**config.mk**
```make
export PLATFORM = sky130hd
export DESIGN_NAME = scan_disk_scheduler
export DESIGN_NICKNAME = d
export VERILOG_FILES = /design/src/hdl/ssd_pkg.sv /design/src/hdl/ssd_cell.sv /design/src/hdl/ssd_chain.sv /design/src/hdl/scan_disk_scheduler.sv
export SDC_FILE = /design/constraint.sdc
export NUM_CORES = 2
export LEC_CHECK = 0
export BUFFER_PORTS_ARGS = -buffer_cell sky130_fd_sc_hd__buf_2
export CAP_MARGIN = 20
export CORE_UTILIZATION = 45
export CTS_BUF_LIST = sky130_fd_sc_hd__clkbuf_4 sky130_fd_sc_hd__clkbuf_8 sky130_fd_sc_hd__clkbuf_16
export CTS_CLUSTER_DIAMETER = 80
export DETAILED_ROUTE_END_ITERATION = 6
export MAX_ROUTING_LAYER = met4
export PLACE_DENSITY = 0.71
export SYNTH_ARGS = -nofsm -noshare
export SYNTH_HDL_FRONTEND = slang
export SYNTH_HIERARCHICAL = 1
export SYNTH_SLANG_ARGS = --single-unit
```
**constraint.sdc**
```tcl
create_clock -name clk -period 36.3 [get_ports clk]
set_input_delay 7.26 -clock clk [delete_from_list [all_inputs] [get_ports clk]]
set_output_delay 7.26 -clock clk [all_outputs]
set_load 0.03 [all_outputs]
```
**src/hdl/ssd_pkg.sv**
```systemverilog
`timescale 1ns / 1ps
// ----------------------------------------------------------------------------
// ssd_pkg
// Shared types and constants of the SCAN disk scheduler: word formats,
// cell chain link, cell operations, sequencer states, register indexes.
// ----------------------------------------------------------------------------
package ssd_pkg;

	localparam int MAX_REQUESTS = 32;
	localparam int NUM_CELLS    = MAX_REQUESTS;
	localparam int CNT_W        = $clog2(MAX_REQUESTS + 1);
	localparam int IDX_W        = (MAX_REQUESTS > 1) ? $clog2(MAX_REQUESTS) : 1;

	localparam int TRACK_W      = 16;
	localparam int TRACKS_W     = 17;
	localparam int MOVE_W       = 22;

	localparam int CFG_IDX_W    = 2;
	localparam int CFG_DATA_W   = 17;

	localparam logic [CFG_IDX_W-1:0] REG_START_HEAD  = 2'd0;
	localparam logic [CFG_IDX_W-1:0] REG_DISK_TRACKS = 2'd1;
	localparam logic [CFG_IDX_W-1:0] REG_SWEEP_UP    = 2'd2;

	typedef struct packed {
		logic [TRACK_W-1:0] track;
		logic               batch_end;
	} in_word_t;

	typedef struct packed {
		logic [TRACK_W-1:0] seek_track;
		logic [MOVE_W-1:0]  total_movement;
		logic               sequence_end;
	} out_word_t;

	typedef struct packed {
		logic [TRACK_W-1:0] val;
		logic               valid;
		logic               keep;
	} cell_link_t;

	typedef enum logic [2:0] {
		OP_HOLD,
		OP_INSERT,
		OP_SHL,
		OP_SHR
	} cell_op_t;

	typedef enum logic [2:0] {
		ST_LOAD,
		ST_HEAD,
		ST_DRAIN,
		ST_TOP,
		ST_POP
	} state_t;

endpackage

```
**src/hdl/ssd_cell.sv**
```systemverilog
`timescale 1ns / 1ps
// ----------------------------------------------------------------------------
// ssd_cell
// One cell of a sorted chain: holds one track, takes part in a sorted
// insert, or shifts toward either neighbor.
// ----------------------------------------------------------------------------
module ssd_cell (
	input  logic                      clk,
	input  logic                      arst_n,
	input  ssd_pkg::cell_op_t         op,
	input  logic [ssd_pkg::TRACK_W-1:0] ins_val,
	input  ssd_pkg::cell_link_t       left,
	input  ssd_pkg::cell_link_t       right,
	output ssd_pkg::cell_link_t       self
);

	logic [ssd_pkg::TRACK_W-1:0] val_q, val_d;
	logic                        valid_q, valid_d;
	logic                        keep;

	assign keep = valid_q && (val_q <= ins_val);

	always_comb begin
		val_d   = val_q;
		valid_d = valid_q;
		unique case (op)
			ssd_pkg::OP_HOLD: begin
			end
			ssd_pkg::OP_INSERT: begin
				if (!keep) begin
					if (left.keep) begin
						val_d   = ins_val;
						valid_d = 1'b1;
					end else begin
						val_d   = left.val;
						valid_d = left.valid;
					end
				end
			end
			ssd_pkg::OP_SHL: begin
				val_d   = right.val;
				valid_d = right.valid;
			end
			ssd_pkg::OP_SHR: begin
				val_d   = left.val;
				valid_d = left.valid;
			end
			default: begin
			end
		endcase
	end

	always_ff @(posedge clk or negedge arst_n) begin
		if (!arst_n) begin
			valid_q <= 1'b0;
		end else begin
			valid_q <= valid_d;
		end
	end

	always_ff @(posedge clk) begin
		val_q <= val_d;
	end

	assign self.val   = val_q;
	assign self.valid = valid_q;
	assign self.keep  = keep;

endmodule

```
**src/hdl/ssd_chain.sv**
```systemverilog
`timescale 1ns / 1ps
// ----------------------------------------------------------------------------
// ssd_chain
// Row of cells. Inserts keep the row sorted ascending from cell 0; shifts
// move words toward cell 0 (out at cell 0) or toward the far end (in at
// cell 0, out at the last cell).
// ----------------------------------------------------------------------------
module ssd_chain (
	input  logic                        clk,
	input  logic                        arst_n,
	input  ssd_pkg::cell_op_t           op,
	input  logic [ssd_pkg::TRACK_W-1:0] ins_val,
	input  logic                        ins_valid,
	output ssd_pkg::cell_link_t         first,
	output ssd_pkg::cell_link_t         last,
	output logic                        second_valid
);

	ssd_pkg::cell_link_t lnk [ssd_pkg::NUM_CELLS];
	ssd_pkg::cell_link_t edge_in;
	ssd_pkg::cell_link_t empty_link;

	assign edge_in.val      = ins_val;
	assign edge_in.valid    = ins_valid;
	assign edge_in.keep     = 1'b1;
	assign empty_link.val   = '0;
	assign empty_link.valid = 1'b0;
	assign empty_link.keep  = 1'b0;

	for (genvar i = 0; i < ssd_pkg::NUM_CELLS; i++) begin : g_cell
		ssd_pkg::cell_link_t left_l, right_l;
		if (i == 0) begin : g_l0
			assign left_l = edge_in;
		end else begin : g_ln
			assign left_l = lnk[i-1];
		end
		if (i == ssd_pkg::NUM_CELLS - 1) begin : g_rl
			assign right_l = empty_link;
		end else begin : g_rn
			assign right_l = lnk[i+1];
		end
		ssd_cell u_cell (
			.clk     (clk),
			.arst_n  (arst_n),
			.op      (op),
			.ins_val (ins_val),
			.left    (left_l),
			.right   (right_l),
			.self    (lnk[i])
		);
	end

	assign first = lnk[0];
	assign last  = lnk[ssd_pkg::NUM_CELLS-1];

	if (ssd_pkg::NUM_CELLS > 1) begin : g_sec
		assign second_valid = lnk[1].valid;
	end else begin : g_nosec
		assign second_valid = 1'b0;
	end

endmodule

```
**src/hdl/scan_disk_scheduler.sv**
```systemverilog
`timescale 1ns / 1ps
// ----------------------------------------------------------------------------
// scan_disk_scheduler
// SCAN seek scheduler: requests sort into a cell chain as they arrive, then
// the chain drains once through a stack chain to give the elevator order.
// ----------------------------------------------------------------------------
// Load: one request word per cycle (sorted insert in the cell chain).
// Schedule: head visit, drain of every sort cell, turn track, then one pop per
// request stacked for the return sweep; input is held meanwhile.
// The first result word is registered from the head state, which follows
// the accepted batch_end word; output stalls freeze the sequencer. Reset
// clears cell valid bits, state, count and output valid; config to defaults.
module scan_disk_scheduler (
	input  logic                           clk,
	input  logic                           arst_n,
	input  logic                           in_valid,
	output logic                           in_ready,
	input  ssd_pkg::in_word_t              in_word,
	output logic                           out_valid,
	input  logic                           out_ready,
	output ssd_pkg::out_word_t             out_word,
	input  logic                           cfg_we,
	input  logic [ssd_pkg::CFG_IDX_W-1:0]  cfg_idx,
	input  logic [ssd_pkg::CFG_DATA_W-1:0] cfg_data
);

	logic [ssd_pkg::TRACK_W-1:0]  start_head_q;
	logic [ssd_pkg::TRACKS_W-1:0] disk_tracks_q;
	logic                         sweep_up_q;

	ssd_pkg::state_t state_q, state_d;
	logic [ssd_pkg::CNT_W-1:0] count_q;
	logic [ssd_pkg::IDX_W-1:0] idx_q;
	logic [ssd_pkg::TRACK_W-1:0] pos_q;
	logic [ssd_pkg::MOVE_W-1:0]  moved_q;
	logic out_valid_q;
	ssd_pkg::out_word_t out_q;

	ssd_pkg::cell_op_t sort_op, stack_op;
	logic [ssd_pkg::TRACK_W-1:0] push_val;
	logic push_valid;
	ssd_pkg::cell_link_t sort_first, sort_last, stack_first;
	logic stack_second_valid;

	logic in_fire, has_room, out_free;
	logic emit, emit_end;
	logic [ssd_pkg::TRACK_W-1:0] emit_track, top_track, cur_pos, seek_dist;
	logic [ssd_pkg::MOVE_W-1:0]  cur_moved;
	ssd_pkg::cell_link_t drain_e;
	logic direct;
	logic drain_done;

	// configuration
	always_ff @(posedge clk or negedge arst_n) begin
		if (!arst_n) begin
			start_head_q  <= '0;
			disk_tracks_q <= ssd_pkg::TRACKS_W'(65536);
			sweep_up_q    <= 1'b1;
		end else if (cfg_we) begin
			unique case (cfg_idx)
				ssd_pkg::REG_START_HEAD:  start_head_q  <= cfg_data[ssd_pkg::TRACK_W-1:0];
				ssd_pkg::REG_DISK_TRACKS: disk_tracks_q <= cfg_data[ssd_pkg::TRACKS_W-1:0];
				ssd_pkg::REG_SWEEP_UP:    sweep_up_q    <= cfg_data[0];
				default: begin
				end
			endcase
		end
	end

	always_comb begin
		if (disk_tracks_q == '0) begin
			top_track = '0;
		end else if (disk_tracks_q[ssd_pkg::TRACKS_W-1] &&
				(disk_tracks_q[ssd_pkg::TRACK_W-1:0] != '0)) begin
			top_track = '1;
		end else begin
			top_track = ssd_pkg::TRACK_W'(disk_tracks_q - ssd_pkg::TRACKS_W'(1));
		end
	end

	assign in_ready   = (state_q == ssd_pkg::ST_LOAD);
	assign in_fire    = in_valid && in_ready;
	assign has_room   = (count_q < ssd_pkg::CNT_W'(ssd_pkg::MAX_REQUESTS));
	assign out_free   = !out_valid_q || out_ready;
	assign drain_e    = sweep_up_q ? sort_first : sort_last;
	assign direct     = sweep_up_q ? (drain_e.val >= start_head_q)
	                               : (drain_e.val < start_head_q);
	assign drain_done = (idx_q == ssd_pkg::IDX_W'(ssd_pkg::MAX_REQUESTS - 1));

	// next state
	always_comb begin
		state_d = state_q;
		unique case (state_q)
			ssd_pkg::ST_LOAD: begin
				if (in_fire && in_word.batch_end) state_d = ssd_pkg::ST_HEAD;
			end
			ssd_pkg::ST_HEAD: begin
				if (out_free) state_d = ssd_pkg::ST_DRAIN;
			end
			ssd_pkg::ST_DRAIN: begin
				if (out_free && drain_done) state_d = ssd_pkg::ST_TOP;
			end
			ssd_pkg::ST_TOP: begin
				if (out_free) state_d = stack_first.valid ? ssd_pkg::ST_POP : ssd_pkg::ST_LOAD;
			end
			ssd_pkg::ST_POP: begin
				if (out_free && !stack_second_valid) state_d = ssd_pkg::ST_LOAD;
			end
			default: state_d = ssd_pkg::ST_LOAD;
		endcase
	end

	// outputs
	always_comb begin
		sort_op    = ssd_pkg::OP_HOLD;
		stack_op   = ssd_pkg::OP_HOLD;
		push_val   = drain_e.val;
		push_valid = 1'b0;
		emit       = 1'b0;
		emit_end   = 1'b0;
		emit_track = start_head_q;
		unique case (state_q)
			ssd_pkg::ST_LOAD: begin
				if (in_fire && has_room) sort_op = ssd_pkg::OP_INSERT;
			end
			ssd_pkg::ST_HEAD: begin
				emit = out_free;
			end
			ssd_pkg::ST_DRAIN: begin
				if (out_free) begin
					sort_op = sweep_up_q ? ssd_pkg::OP_SHL : ssd_pkg::OP_SHR;
					if (drain_e.valid) begin
						if (direct) begin
							emit       = 1'b1;
							emit_track = drain_e.val;
						end else begin
							stack_op   = ssd_pkg::OP_SHR;
							push_valid = 1'b1;
						end
					end
				end
			end
			ssd_pkg::ST_TOP: begin
				emit       = out_free;
				emit_track = sweep_up_q ? top_track : '0;
				emit_end   = !stack_first.valid;
			end
			ssd_pkg::ST_POP: begin
				emit       = out_free;
				emit_track = stack_first.val;
				emit_end   = !stack_second_valid;
				if (out_free) stack_op = ssd_pkg::OP_SHL;
			end
			default: begin
			end
		endcase
	end

	ssd_chain u_sort (
		.clk          (clk),
		.arst_n       (arst_n),
		.op           (sort_op),
		.ins_val      (in_word.track),
		.ins_valid    (1'b0),
		.first        (sort_first),
		.last         (sort_last),
		.second_valid ()
	);

	ssd_chain u_stack (
		.clk          (clk),
		.arst_n       (arst_n),
		.op           (stack_op),
		.ins_val      (push_val),
		.ins_valid    (push_valid),
		.first        (stack_first),
		.last         (),
		.second_valid (stack_second_valid)
	);

	// running movement
	assign cur_pos   = (state_q == ssd_pkg::ST_HEAD) ? start_head_q : pos_q;
	assign cur_moved = (state_q == ssd_pkg::ST_HEAD) ? '0 : moved_q;
	assign seek_dist = (emit_track > cur_pos) ? (emit_track - cur_pos)
	                                          : (cur_pos - emit_track);

	always_ff @(posedge clk or negedge arst_n) begin
		if (!arst_n) begin
			state_q     <= ssd_pkg::ST_LOAD;
			count_q     <= '0;
			idx_q       <= '0;
			out_valid_q <= 1'b0;
		end else begin
			state_q <= state_d;
			if (in_fire) begin
				if (in_word.batch_end) count_q <= '0;
				else if (has_room) count_q <= count_q + ssd_pkg::CNT_W'(1);
			end
			if (state_q == ssd_pkg::ST_HEAD) idx_q <= '0;
			else if (state_q == ssd_pkg::ST_DRAIN && out_free) idx_q <= idx_q + ssd_pkg::IDX_W'(1);
			if (emit) out_valid_q <= 1'b1;
			else if (out_ready) out_valid_q <= 1'b0;
		end
	end

	always_ff @(posedge clk) begin
		if (emit) begin
			pos_q                <= emit_track;
			moved_q              <= cur_moved + ssd_pkg::MOVE_W'(seek_dist);
			out_q.seek_track     <= emit_track;
			out_q.total_movement <= cur_moved + ssd_pkg::MOVE_W'(seek_dist);
			out_q.sequence_end   <= emit_end;
		end
	end

	assign out_valid = out_valid_q;
	assign out_word  = out_q;

endmodule

```
==> impl.org <==
** Floorplan
- between 80 and 90 I/O pins were placed.
- Measured along the x axis, the die boundary spans about 450 um.
- The floorplan step set the die height to 449 um.
- The die covers approximately 200000 sq um.
- The region available for standard cell placement spans 198000 sq um.
- Initial cell density of the core :: 0.455
- Number of placement rows :: ~160

** Power and ir drop
- Largest vdd supply drop :: ~0.00010 V
- Power comes to 0.00979 W.
- Of the total power, registers draw 0.290.
- Dividing total power by cell area gives a power density of 101 nW/um^2.
- Total leakage power :: around 44 nW
- Sw Pwr :: between 0.004 and 0.005 W
- Relative contribution of the clock network to total power :: 0.150
- Combinational Power Share :: 0.561
- Of the total power, the share spent switching nets is 0.475.
- Internal power comes to approximately 0.0051 W.

** Job
- Reported max-cap violation count :: 0

** Detailed routing
- After detailed routing, the total wire length is roughly 270 mm.
- Detailed routing inserted a total of roughly 77000 vias.
- DRT iter0 DRCs :: between 8000 and 9000
- In the routed design, unresolved DRC markers number 0.
- Post-route antenna net violation count :: 0
- Count of TritonRoute iterations in the first routing pass :: 7
- Dividing the detail-routed via count by the number of cells gives ~6.1.
- After detailed routing, the average wire length per cell comes to about 21 um.

** STA
- Period minus WS final :: approximately 13000 ps
- Final worst-path setup slack :: about 24000 ps
- Hold timing on the final database bottoms out at a slack of about 510 ps.
- Headroom to the max-slew limit came out at 0.306.
- Between clock sinks in the finished design, the worst skew comes to roughly 36 ps.
- Final Hold Violating Endpoints :: 0
- Setup repair after global routing left no endpoint under its margin.
- Setup Viol. Count Final :: 0
- Final sum of negative setup slack :: 0 ps
- Maximum frequency from static timing analysis :: 0.0783 GHz
- In the finished design, the share of the clock period the worst path needs comes to 0.352.
- Worst-margin pin slew :: 1040 ps
- Total count of max-transition violations in the final report :: 0

** Clocking
- TritonCTS built the clock tree.
- Buffers inserted during clock tree synthesis total roughly 140.
- Post-CTS Setup Inserts :: 0
- The number of hold buffers added after CTS was 0.
- Worst-Skew Late Latency :: 820 ps
- CTS Root Cell :: clkbuf_16
- Clock tree synthesis found a total of approximately 1200 sinks.
- Once the clock tree was built, the resizer swapped 0 gates to a different size.
- Counting along the longest clock path gives a buffer depth of 3.
- The H-tree generated during clock tree synthesis spans 4 levels.
- Clock-pin slew was measured on the worst setup and hold paths at approximately 60 ps.

** Final layout
- Total area of multi-input combinational cells :: roughly 49000 sq um
- The finished cells cover 97100 sq um.
- Compared with the post-synthesis result, the final layout area differs by 7.74%.
- Share of cells above drive strength 1 :: 0.0648
- Nets :: between 10000 and 15000
- Final-layout fill cell count :: approximately 18000
- The sequential cells in the finished layout cover a total of 34800 sq um.

** Place
- Routability-driven placement finished with a final weighted congestion of ~0.94.
- Total placed instance area :: 92300 sq um
- HPWL after DPL :: roughly 190 mm
- Worst setup slack after placement :: roughly 23000 ps
- IO buf count :: 81

** Logic synthesis
- Area of the mapped netlist :: 90100 sq um
- Syn Area/Cell :: 9.08 sq um
- Synthesis produced approximately 10000 cells.
- Warnings, synthesis :: 6

** Global route
- Antenna violations before repair :: 2
- Overall Global Routing Usage :: 0.263
- Entering global routing, the biggest net connects 87 pins.
- The first global-routing pass estimated around 420 mm of wire.
- Summed over all layers, the global routing overflow is 0.
- Via count of the first global-routing pass :: approximately 77000

** Critical path
- The critical path in this run is classified as input pin to register.
- WP data required :: about 37000 ps
- For flop-to-flop paths, the worst setup slack is about 27000 ps.
- Worst Path Max Fanout :: 17
- Crit. Startpoint :: out_ready
- Startpoint of the most critical register-to-register path :: sweep_up_q$_DFFE_PN1P_
- For the worst setup path, the data arrival time is 13310 ps.
- STA classifies the critical path startpoint as an input pin.
- STA classifies the critical path endpoint as a register.

** Run status
- Status :: finished, final reports clean

** Min path
- The worst hold path begins at state_q[2]$_DFFE_PN0P_.
- The min-delay analysis places its worst path in the category register to register.
==> metal layers <==
metal	routed length, um	up-vias	GRT usage
met5	0	-	-
met4	9140	0	0.0994
met3	18600	700	0.0353
met2	130000	3191	0.440
met1	109000	37400	0.323
li1	-	35600	-
==> area by class of cell <==
type                    instances  share of cell area
clock buffers                 191              0.0417
multi-input cells            7332               0.507
diodes                          2           0.0000516
well taps                    2640              0.0340
repair buffers                134             0.00837
flip-flops and latches       1176               0.358
clock inverters                70             0.00696
inverters                    1146              0.0444
==> power groups by stage <==
stage	Clock (W)	Sequential [W]	Combinational [W]
2_1_floorplan	0	0.00265	0.00422
6_report	0.00146	0.00283	0.00549
3_5_place_dp	0	0.00285	0.00537
5_1_grt	0.00153	0.00287	0.00612
3_3_place_gp	0	0.00285	0.00513
4_1_cts	0.00149	0.00283	0.00540
==> layout by cell type, fill, tap and decap left out, drive strengths merged, types with 14 or more instances in the layout <==
cell,instances
nand2,2268
inv,1154
ha,1091
edfxtp,1063
a22oi,1025
a21oi,449
nand4,281
nor2,260
o21ai,251
nor2b,201
clkbuf,191
conb,167
and2,149
a21o,147
nand3,144
nand2b,135
buf,134
dfrtp,111
nor3,79
a211oi,69
o22ai,69
o22a,65
a21boi,64
o41a,64
a31o,64
o32ai,64
clkinv,48
mux2,35
xnor2,23
xor2,23
a221o,15
o311a,14
o311ai,14
==> critical path, stage by stage <==
cell and delay [ps]:
buf_2 90, nand2b_1 330, and2_1 630, nand4_1 210
o311ai_0 210, ha_1 440, a21oi_1 170, o21ai_0 160
a221oi_1 600, a21oi_2 310, buf_4 310, nand3b_1 100
o21ai_0 190, o32a_1 390, and3_1 170, ha_1 350
a2111o_1 420, o2bb2ai_1 280, o21ai_0 120, a21oi_1 350
or3_1 160, a21oi_1 60
==> state kept, by name, indices dropped and copies added (netlist names) <==
name,cells
idx_q,5
state_q,3
disk_tracks_q,17
u_sort/g_cell.u_cell/valid_q,32
start_head_q,16
u_stack/g_cell.u_cell/val_q,512
u_sort/g_cell.u_cell/val_q,512
sweep_up_q,1
out_word,39
u_stack/g_cell.u_cell/valid_q,32
out_valid,1
count_q,6
==> path summary, 6_finish.rpt <==
kind	end	depth (start not counted)
hold / removal	state_q[1]$_DFFE_PN0P_	1
setup / recovery	out_word[21]$_DFFE_PP_	22
min in group asynchronous	u_stack/g_cell[26].u_cell/valid_q$_DFFE_PN0P_	1
setup reg to reg	out_word[21]$_DFFE_PP_	27
hold reg to reg	state_q[1]$_DFFE_PN0P_	1
max in group asynchronous	disk_tracks_q[4]$_DFFE_PN0P_	2
==> per-stage QoR <==
step	utilization	instances
2_1_floorplan	-	10100
3_3_place_gp	0.466	12400
3_5_place_dp	0.466	12400
4_1_cts	0.490	12700
5_1_grt	0.490	12700
6_report	0.490	12700
Power figures use the tool's default switching activity.
